File: src/rtl/core/rtnh_pkg.sv
package rtnh_pkg;

	localparam int COORD_W_DEF = 32;
	localparam int DIST_W      = 31;
	localparam int QUOT_W      = 32;
	localparam int IN_W        = 32;

	// det floor, 1e-8 in units of 2^-48
	localparam logic [21:0] DET_MIN = 22'd2814750;
	// t floor, about 1e-4 in Q16.16
	localparam logic [DIST_W-1:0] T_MIN  = 31'd7;
	localparam logic [DIST_W-1:0] T_ONES = 31'h7FFF_FFFF;

	localparam logic CMD_LOAD = 1'b0;
	localparam logic CMD_TEST = 1'b1;

	// operand vectors: narrow ones live in the vector file, PV and QV are cross products
	typedef enum logic [2:0] {
		V_DIR = 3'd0,
		V_E1  = 3'd1,
		V_E2  = 3'd2,
		V_TV  = 3'd3,
		V_PV  = 3'd4,
		V_QV  = 3'd5
	} vsrc_t;

	typedef enum logic [3:0] {
		D_NONE, D_PV0, D_PV1, D_PV2, D_QV0, D_QV1, D_QV2, D_DET, D_UN, D_VN, D_TN
	} dest_t;

	// one multiply-accumulate step of the sequence
	typedef struct packed {
		vsrc_t       wsel;
		logic [1:0]  wi;
		vsrc_t       msel;
		logic [1:0]  mi;
		logic        sub;
		logic        first;
		logic        last;
		dest_t       dest;
	} op_t;

	// control into the serial multiply-accumulate unit
	typedef struct packed {
		logic start;
		logic clear;
		logic negate;
	} mac_ctl_t;

	localparam int NUM_OPS = 24;
	localparam logic [4:0] LAST_OP   = 5'd23;
	localparam logic [4:0] FIRST_DOT_NEG = 5'd15;

	function automatic op_t mk_op(vsrc_t w, logic [1:0] wi, vsrc_t m, logic [1:0] mi,
			logic sub, logic first, logic last, dest_t dest);
		op_t o;
		o.wsel  = w;
		o.wi    = wi;
		o.msel  = m;
		o.mi    = mi;
		o.sub   = sub;
		o.first = first;
		o.last  = last;
		o.dest  = dest;
		return o;
	endfunction

	// pv = dir x e2, qv = tv x e1, then det, u, v and t dot products
	function automatic op_t op_decode(logic [4:0] op);
		op_t o;
		o = mk_op(V_DIR, 2'd0, V_DIR, 2'd0, 1'b0, 1'b0, 1'b0, D_NONE);
		unique case (op)
			5'd0:  o = mk_op(V_DIR, 2'd1, V_E2, 2'd2, 1'b0, 1'b1, 1'b0, D_NONE);
			5'd1:  o = mk_op(V_DIR, 2'd2, V_E2, 2'd1, 1'b1, 1'b0, 1'b1, D_PV0);
			5'd2:  o = mk_op(V_DIR, 2'd2, V_E2, 2'd0, 1'b0, 1'b1, 1'b0, D_NONE);
			5'd3:  o = mk_op(V_DIR, 2'd0, V_E2, 2'd2, 1'b1, 1'b0, 1'b1, D_PV1);
			5'd4:  o = mk_op(V_DIR, 2'd0, V_E2, 2'd1, 1'b0, 1'b1, 1'b0, D_NONE);
			5'd5:  o = mk_op(V_DIR, 2'd1, V_E2, 2'd0, 1'b1, 1'b0, 1'b1, D_PV2);
			5'd6:  o = mk_op(V_TV,  2'd1, V_E1, 2'd2, 1'b0, 1'b1, 1'b0, D_NONE);
			5'd7:  o = mk_op(V_TV,  2'd2, V_E1, 2'd1, 1'b1, 1'b0, 1'b1, D_QV0);
			5'd8:  o = mk_op(V_TV,  2'd2, V_E1, 2'd0, 1'b0, 1'b1, 1'b0, D_NONE);
			5'd9:  o = mk_op(V_TV,  2'd0, V_E1, 2'd2, 1'b1, 1'b0, 1'b1, D_QV1);
			5'd10: o = mk_op(V_TV,  2'd0, V_E1, 2'd1, 1'b0, 1'b1, 1'b0, D_NONE);
			5'd11: o = mk_op(V_TV,  2'd1, V_E1, 2'd0, 1'b1, 1'b0, 1'b1, D_QV2);
			5'd12: o = mk_op(V_PV,  2'd0, V_E1, 2'd0, 1'b0, 1'b1, 1'b0, D_NONE);
			5'd13: o = mk_op(V_PV,  2'd1, V_E1, 2'd1, 1'b0, 1'b0, 1'b0, D_NONE);
			5'd14: o = mk_op(V_PV,  2'd2, V_E1, 2'd2, 1'b0, 1'b0, 1'b1, D_DET);
			5'd15: o = mk_op(V_PV,  2'd0, V_TV, 2'd0, 1'b0, 1'b1, 1'b0, D_NONE);
			5'd16: o = mk_op(V_PV,  2'd1, V_TV, 2'd1, 1'b0, 1'b0, 1'b0, D_NONE);
			5'd17: o = mk_op(V_PV,  2'd2, V_TV, 2'd2, 1'b0, 1'b0, 1'b1, D_UN);
			5'd18: o = mk_op(V_QV,  2'd0, V_DIR, 2'd0, 1'b0, 1'b1, 1'b0, D_NONE);
			5'd19: o = mk_op(V_QV,  2'd1, V_DIR, 2'd1, 1'b0, 1'b0, 1'b0, D_NONE);
			5'd20: o = mk_op(V_QV,  2'd2, V_DIR, 2'd2, 1'b0, 1'b0, 1'b1, D_VN);
			5'd21: o = mk_op(V_QV,  2'd0, V_E2, 2'd0, 1'b0, 1'b1, 1'b0, D_NONE);
			5'd22: o = mk_op(V_QV,  2'd1, V_E2, 2'd1, 1'b0, 1'b0, 1'b0, D_NONE);
			5'd23: o = mk_op(V_QV,  2'd2, V_E2, 2'd2, 1'b0, 1'b0, 1'b1, D_TN);
			default: o = mk_op(V_DIR, 2'd0, V_DIR, 2'd0, 1'b0, 1'b0, 1'b0, D_NONE);
		endcase
		return o;
	endfunction

endpackage

File: src/rtl/core/rtnh_mac.sv
// Serial signed multiply-accumulate: one multiplier bit per cycle, LSB first.
module rtnh_mac
	import rtnh_pkg::*;
#(
	parameter int NW = COORD_W_DEF + 1,
	parameter int AW = 3 * COORD_W_DEF + 6
) (
	input  logic                 clk,
	input  logic                 arst_n,
	input  mac_ctl_t             ctl,
	input  logic signed [AW-1:0] mcand,
	input  logic signed [NW-1:0] mplier,
	output logic signed [AW-1:0] acc,
	output logic                 busy
);

	localparam int CNT_W = $clog2(NW);

	logic signed [AW-1:0] m_q;
	logic        [NW-1:0] b_q;
	logic signed [AW-1:0] acc_q;
	logic [CNT_W-1:0]     cnt_q;
	logic                 busy_q;
	logic                 neg_q;
	logic                 last_bit;

	// the top multiplier bit carries negative weight
	assign last_bit = (cnt_q == CNT_W'(NW - 1));

	always_ff @(posedge clk or negedge arst_n) begin
		if (!arst_n) begin
			busy_q <= 1'b0;
			cnt_q  <= '0;
			neg_q  <= 1'b0;
		end else if (ctl.start) begin
			busy_q <= 1'b1;
			cnt_q  <= '0;
			neg_q  <= ctl.negate;
		end else if (busy_q) begin
			cnt_q <= cnt_q + 1'b1;
			if (last_bit) begin
				busy_q <= 1'b0;
			end
		end
	end

	// datapath: shifted multiplicand, multiplier bits, accumulator
	always_ff @(posedge clk) begin
		if (ctl.start) begin
			m_q <= mcand;
			b_q <= mplier;
			if (ctl.clear) begin
				acc_q <= '0;
			end
		end else if (busy_q) begin
			m_q <= m_q <<< 1;
			b_q <= b_q >> 1;
			if (b_q[0]) begin
				if (last_bit ^ neg_q) begin
					acc_q <= acc_q - m_q;
				end else begin
					acc_q <= acc_q + m_q;
				end
			end
		end
	end

	assign acc  = acc_q;
	assign busy = busy_q;

endmodule

File: config.mk
export PLATFORM = sky130hd
export DESIGN_NAME = rtnh_mac
export DESIGN_NICKNAME = d
export VERILOG_FILES = /design/src/rtl/core/rtnh_pkg.sv /design/src/rtl/core/rtnh_mac.sv
export SDC_FILE = /design/constraint.sdc
export NUM_CORES = 1
export LEC_CHECK = 0
export BUFFER_PORTS_ARGS = -buffer_cell sky130_fd_sc_hd__buf_2
export CELL_PAD_IN_SITES_DETAIL_PLACEMENT = 1
export CELL_PAD_IN_SITES_GLOBAL_PLACEMENT = 1
export CORE_MARGIN = 2
export CORE_UTILIZATION = 46
export DETAILED_ROUTE_END_ITERATION = 6
export PLACE_DENSITY = 0.79
export SLEW_MARGIN = 20
export SYNTH_ARGS = -nofsm -noshare
export SYNTH_HDL_FRONTEND = slang
export SYNTH_SLANG_ARGS = --single-unit
File: constraint.sdc
create_clock -name clk -period 11.6 [get_ports clk]
set_input_delay 0 -clock clk [delete_from_list [all_inputs] [get_ports clk]]
set_output_delay 0 -clock clk [all_outputs]
set_load 0.01 [all_outputs]
Word level (Yosys, flattened, before mapping)
Cells that the tools add are included.
{"block": "op_classes", "bitwise_logic": 1, "n_mux": 14, "n_eq_ne": 2, "add_sub_neg": 3, "reduce_logical": 3}
{"cell": "$mux W102", "count": 7}
{"cell": "$add A102 B102 Y102", "count": 1}
{"cell": "$sub A102 B102 Y102", "count": 1}
{"cell": "$mux W33", "count": 2}
{"cell": "$mux W6", "count": 2}
{"cell": "$add A6 B1 Y6 const B", "count": 1}
{"cell": "$eq A6 B6 Y1 const B", "count": 1}
{"cell": "$reduce_bool A2 Y1", "count": 2}
{"cell": "$mux W1", "count": 3}
{"cell": "$reduce_and A3 Y1", "count": 1}
{"cell": "$ne A2 B2 Y1 const B", "count": 1}
{"cell": "$xor A1 B1 Y1", "count": 1}
{"block": "totals", "output_inout_bits": 103, "in_bits": 140, "register_bits": 245, "word_cells": 29}

Depth between registers and ports, before layout
Gate-level depths: netlist of run 1.
{"block": "logic_depth", "depth_word": 6, "depth_mapped": 22, "depth_no_buf": 22}

Worst setup path before layout of run 1
OpenSTA, ideal clock, no wires.
{"block": "synth_timing", "kind": "register -> register", "startpoint": "register busy_q, in the netlist busy", "endpoint": "register acc_q[0], in the netlist acc[0] (enable)", "period_less_slack_ps": 8566, "setup_time_ps": 703, "stages_incl_launch_ff": 4, "slack_ps": 3034, "n_path_buf": 1, "arrival_ps": 7862, "required_ps": 10897, "path_cell_list": "dfrtp_1 clkbuf_1 nand2_1 o21ai_0"}
{"block": "synth_between", "elab_chain_len": 2}
{"item": "from (decl)", "line_no": "rtnh_mac.sv:23", "source": "logic busy_q;"}
{"item": "from (signal assigned)", "line_no": "rtnh_mac.sv:32", "source": "busy_q <= 1'b0;"}
{"item": "from (signal assigned)", "line_no": "rtnh_mac.sv:36", "source": "busy_q <= 1'b1;"}
{"item": "from (signal assigned)", "line_no": "rtnh_mac.sv:42", "source": "busy_q <= 1'b0;"}
{"item": "$reduce_bool A2 Y1 (no line)"}
{"item": "$reduce_and A3 Y1 (no line)"}
{"item": "to (signal assigned)", "line_no": "rtnh_mac.sv:60", "source": "acc_q <= acc_q - m_q;"}
{"item": "to (signal assigned)", "line_no": "rtnh_mac.sv:62", "source": "acc_q <= acc_q + m_q;"}
{"item": "to (decl)", "line_no": "rtnh_mac.sv:21", "source": "logic signed [AW-1:0] acc_q;"}
Every way passes these cells.
A chain may end at the register's enable or synchronous reset.

Worst setup path after layout of run 1
{"block": "layout_timing", "startpoint": "register m_q[7]", "endpoint": "register acc_q[92], in the netlist acc[92], data pin"}
{"block": "layout_between", "elab_chain_len": 5, "elab_cells_between_ends": 6, "cone_classes": "2 x add/sub; 4 x mux"}
{"item": "from (decl)", "line_no": "rtnh_mac.sv:19", "source": "logic signed [AW-1:0] m_q;"}
{"item": "from (signal assigned)", "line_no": "rtnh_mac.sv:50", "source": "m_q <= mcand;"}
{"item": "from (signal assigned)", "line_no": "rtnh_mac.sv:56", "source": "m_q <= m_q <<< 1;"}
{"item": "$add A102 B102 Y102 or $sub A102 B102 Y102 (tied branches)", "line_no": "rtnh_mac.sv:62, rtnh_mac.sv:60"}
{"item": "$mux W102 (*)", "line_no": "rtnh_mac.sv:59", "source": "if (last_bit ^ neg_q) begin"}
{"item": "$mux W102 (*)", "line_no": "rtnh_mac.sv:58", "source": "if (b_q[0]) begin"}
{"item": "$mux W102 (*)", "line_no": "rtnh_mac.sv:55", "source": "end else if (busy_q) begin"}
{"item": "$mux W102 (*)", "line_no": "rtnh_mac.sv:49", "source": "if (ctl.start) begin"}
Every way passes the cells marked *; elsewhere a longest branch is shown, timed or not. The select of a mux whose other input is x is not followed.

==> results of run 1 <==
[report_power, final]
part	switching, W	internal, W	leakage (nW)
Sequential	0.000178	0.00122	2.56
Combinational	0.00170	0.00103	5.98
Clock	0.000427	0.000528	0.463
Total	0.00230	0.00278	9.01
[layout make-up]
| class | instances | area, um^2 | share of cell area |
|---|---|---|---|
| tap | 525 | 657 | 0.0289 |
| inverter | 52 | 195 | 0.00859 |
| clock inverter | 20 | 179 | 0.00787 |
| timing repair buffer | 393 | 2700 | 0.119 |
| multi-input combinational | 1581 | 10900 | 0.479 |
| antenna | 2 | 5.00 | 0.000220 |
| sequential | 245 | 7320 | 0.322 |
| clock buffer | 36 | 783 | 0.0345 |
[registers in the layout (all words and copies together), names as in the netlist]
register and cells:
b_q 33, cnt_q 6, busy 1, m_q 102
acc 102, neg_q 1
[per-layer routing]
metal  wire, um  vias to the layer above  global-route usage
met4       2550                        2               0.112
met1      31500                     8761               0.456
met5         12                        -                   0
met3       4450                      159              0.0432
met2      35500                      667               0.589
li1           -                     8019                   -
[through the flow]
step	area (um^2)	worst slack (ns)
2_1_floorplan	18700	3.03
3_3_place_gp	20400	4.63
3_5_place_dp	20400	4.38
4_1_cts	22700	4.34
5_1_grt	22700	3.52
6_report	22700	3.97
[synthesized netlist by cell type, types with 19 or more instances]
master,number
clkbuf_1,90
inv_1,52
a21o_1,41
nor4_1,23
nor2b_1,19
nand3_1,24
o21bai_1,42
o31ai_1,21
mux2_2,137
ha_1,104
nand4_1,56
edfxtp_1,237
a21oi_1,175
nand2_1,144
nor2_1,219
xor2_1,76
o21ai_0,123
nor3_1,45
xnor2_1,109
[cell families (layout without fill, tap and decap cells)]
kind of cell    count (synthesis)  count (layout)  share of synthesized area
compound gates                527             527                      0.176
fa+ha+maj                     105             105                     0.0705
other cells                     0               2                          0
flops                         245             245                      0.391
xor+xnor                      185             185                     0.0865
mux                           139             139                     0.0835
buf+inv                       149             501                     0.0309
simple gates                  625             625                      0.162
[cells in the final DEF (no fill, tap or decap), drive strengths merged, types with 9 or more instances in the layout]
cell	n
buf	255
edfxtp	237
nor2	219
a21oi	175
nand2	144
dlygate4sd3	138
mux2	138
o21ai	126
xnor2	109
ha	104
xor2	76
nand4	56
inv	53
nor3	45
o21bai	42
a21o	41
clkbuf	36
nand3	25
nor4	25
o31ai	22
nor2b	19
a31oi	17
o21a	17
or3	15
and3	13
clkinv	13
or4	12
nand2b	11
a211oi	11
and2	10
a21boi	10
or2	10
o41ai	9
[how the worst max path moves through the flow]
stage	startpoint	cells after the start	slack [ns]	to
floorplan	busy	3	3.03	acc[0]
detailed placement	m_q[7]	18	4.38	acc[92]
finish	m_q[7]	18	3.97	acc[92]
CTS	m_q[4]	18	4.34	acc[92]
global placement	m_q[4]	19	4.63	acc[91]
global route	m_q[2]	20	3.52	acc[91]
[critical path, cell delays in order (launching register included)]
cell      delay [ns]
edfxtp_1        0.53
or4_1           0.64
or4_1           0.43
nor4_1          0.52
nand4_1         0.38
nor2_1          0.22
nand2_1         0.17
o41ai_2         0.93
o21ai_0         0.29
xnor2_1         0.23
ha_1            0.43
nand4_1         0.16
or3_1           0.44
or3_1           0.36
o211a_1         0.31
o31a_1          0.44
o41ai_2         0.40
a21oi_1         0.14
mux2_1          0.34
==> impl_metrics.toml, run 1 <==
[run_status]
status = "completed"

[yosys]
netlist_area_um2 = 18700
synthArstFlopShare = 0.0327
syn_inst = 1975
ys_ff_latch = 245
ys_warn_count = 0
netlist-cell-type-count = 85
yosysTopAreaCellShare = 0.380
synth_largest_area_cell = "edfxtp_1"
syn_avg_cell_area_um2 = 9.49
syn_nets = 2220
seq_area_frac_synth = 0.391
synth.area.top_cells = "edfxtp_1 38%, mux2_2 8.2%, ha_1 6.9%"
synth-main-ff-cell = "edfxtp_1"
synth-edff-count = 237

[clock_network]
clkTransAtPathRegs_ns = 0.07
clock-sinks = 245
cts_inserted_buffers = 30
htreeDepth = 1
cts_tree = "built"
post_cts_resized = 0
postCtsSetupBuffers = 0
hold_buffers = 138
clk_path_buf_depth = 3
clock_latency_ns = 0.60
cts-root-buf = "clkbuf_16"

[cells_and_area]
nNetsFinal = 2548
layout.cells.non_filler = 2854
fillers = 4522
final_util = 0.568
drive_above_1_share = 0.205
area_growth_pct = 21.3

[global_routing]
grt.total_usage = 0.346
grt_pass1_wl_mm = 112
grt_start_max_net_pins = 153
antenna_found_initial = 4
grt-ovfl-total = 0
grt_pass1_vias = 18500

[sta]
final.setup.tns_ns = 0
max_freq_mhz = 131
hold-worst-slack_ns = 0.0392
tightest_slew_ns = 1.14
maxSlewHeadroom = 0.233
grt_setup_unrepaired = "no"
finalMaxSlewViolations = 0
fin_crit_sh = 0.658
setup_viol = 0
hold_viol = 0
clock_skew_ns = 0.0201
fin_crit_ns = 7.63

[route]
ant_nets = 0
drc = 0
wl_mm = 74.0
viasPerCell = 6.17
dr.pass1.iters = 5
routedWlPerCell_um = 25.9
via_count = 17600
first_iter_violations = 1524

[critical_path]
critical_path_class = "register to register"
r2r-start = "m_q[7]"
cp.arrival_ns = 7.97
required_ns = 11.93
endpoint_kind = "register"
cp_max_fo = 7
ff2ff_setup_slack_ns = 3.97
rr_endpoint = "acc[92]"
worstSetupStartpointType = "register"
reg2reg_depth = 18

[hold_path]
hold_path_class = "input pin to register"
hold_end = "cnt_q[1]"
whs_path_depth = 2
min_from = "ctl[2]"

[floorplan]
die-area_um2 = 42400
ios = 243
start_util = 0.468
rows = 73
die_h_um = 206
core-area_um2 = 40000
dieWidth_um = 206

[power]
total_power_w = 0.00508
p_leak_nw = 9.01
pwr_density_cell_nw_per_um2 = 224
max-vdd-ir-drop_mv = 0.195

[place]
place.gp.congestion = 0.993
place_inst = 2658
io_buffers = 242
dp_hpwl_mm = 51.9

[run]
max-cap-violations = 0
Note: power is estimated with default switching activity, not from simulation.
==> inputs of run 2 (changes only) <==
- clock period: 11.6 -> 7.9 ns (I/O delays scaled with it)
==> impl_metrics.toml, run 2 (synthesis results as in run 1) <==
[route]
ant_nets = 0
first_iter_violations = 1304
m1WireLength_mm = 29.9
viasPerCell = 6.22
drc = 0
route.met2.wl_mm = 34.8
dr.pass1.iters = 5
via_count = 17800
top_layer_used = "met5"
routedWlPerCell_um = 25.5
wl_met3_mm = 5.16
wl_mm = 72.9

[run]
max-cap-violations = 0

[cells_and_area]
area_growth_pct = 21.0
final_cell_mix = "241 x buf_2, 237 x edfxtp_1, 219 x nor2_1"
fillers = 4556
drive_above_1_share = 0.202
nNetsFinal = 2552
layout_commonest_cell = "buf_2"

[clock_network]
clk_path_buf_depth = 3
cts-root-buf = "clkbuf_16"
clock_latency_ns = 0.59
cts_tree = "built"
post_cts_resized = 0
clkTransAtPathRegs_ns = 0.08
postCtsSetupBuffers = 0
htreeDepth = 1
clock-sinks = 245
cts_inserted_buffers = 29

[place]
pre_cts_slack_ns = 0.941
place.gp.congestion = 0.965
io_buffers = 242
dp_hpwl_mm = 51.3

[sta]
finalMaxSlewViolations = 0
setup_viol = 0
final.setup.tns_ns = 0
fin_crit_ns = 7.20
hold-worst-slack_ns = 0.0286
fin_ws_ns = 0.704
max_freq_mhz = 139
maxSlewHeadroom = 0.238
grt_setup_unrepaired = "no"
fin_crit_sh = 0.911
clock_skew_ns = 0.0360
hold_viol = 0
tightest_slew_ns = 1.13

[floorplan]
die_h_um = 206
core-area_um2 = 40000
ios = 243
rows = 73
dieWidth_um = 206
die-area_um2 = 42400
start_util = 0.468

[global_routing]
grt_start_max_net_pins = 131
grt.total_usage = 0.341
grt_pass1_wl_mm = 110
antenna_found_initial = 5
grt_pass1_vias = 18700
grt-ovfl-total = 0

[critical_path]
required_ns = 8.23
cp_max_fo = 7
endpoint_kind = "register"
cp.arrival_ns = 7.52
worstSetupStartpointType = "register"
critical_path_class = "register to register"

[power]
max-vdd-ir-drop_mv = 0.193
pwr_density_cell_nw_per_um2 = 326
p_leak_nw = 8.99

[run_status]
status = "completed"

[hold_path]
hold_path_class = "input pin to register"
run 2: cell count changes in the layout (fill, tap and decap cells not counted), sizes merged:
| cell | delta |
|---|---|
| inv | -1 |
| diode | +1 |
| clkinv | +1 |
| buf | +5 |
| clkinvlp | -3 |
| clkbuf | -2 |
run 2: worst paths after layout:
path | start | endpoint | slack [ns] | cells after the start
min in group asynchronous | arst_n | cnt_q[1] | 0.43 | 3
max | m_q[2] | acc[92] | 0.70 | 18
min | ctl[2] | cnt_q[1] | 0.03 | 2
max in group asynchronous | arst_n | cnt_q[3] | 7.15 | 3
max reg2reg | m_q[2] | acc[92] | 0.70 | 18
min reg2reg | cnt_q[5] | cnt_q[5] | 0.56 | 2
run 2: final cells by class:
class	count	area [um^2]	share of cell area
clock inverter	17	130	0.00574
sequential	245	7320	0.323
antenna	3	7.51	0.000331
inverter	52	195	0.00861
timing repair buffer	398	2740	0.121
multi-input combinational	1581	10900	0.480
clock buffer	34	744	0.0328
tap	525	657	0.0290
run 2: metal layers:
metal	global-route usage	up-vias
met4	0.132	2
met3	0.0605	175
li1	-	8016
met1	0.431	8864
met5	0	-
met2	0.580	706
run 2: repair_timing:
| action | in CTS | in global routing |
|---|---|---|
| endpoints found under the setup margin | 0 | 0 |
| hold buffers | 138 | 0 |
| hold endpoints to repair | 144 | 0 |
run 2: worst max-delay path: stages, from the launching register on:
cell	delay, ns
edfxtp_1	0.53
or3_1	0.44
or3b_2	0.55
nor4_1	0.53
nand4_1	0.38
nor2_1	0.20
nand2_1	0.14
o41ai_2	0.71
o21ai_0	0.25
xnor2_1	0.19
ha_1	0.41
nand4_1	0.18
or3_1	0.45
or3_1	0.37
o211a_1	0.30
o31a_1	0.43
o41ai_2	0.40
a21oi_1	0.14
mux2_1	0.32
run 2: power by group:
group          switching [W]  internal [W]  total, W
clock network       0.000600      0.000731   0.00133
logic                0.00248       0.00151   0.00400
registers           0.000260       0.00179   0.00205
run 2: stage by stage:
stage	utilization	cells	instance area, um^2	total power, W
floorplan	-	1975	18700	0.00466
global placement	0.510	2663	20400	0.00575
detailed placement	0.510	2663	20400	0.00584
CTS	0.566	2852	22700	0.00724
global route	0.567	2855	22700	0.00779
finish	0.567	2855	22700	0.00738
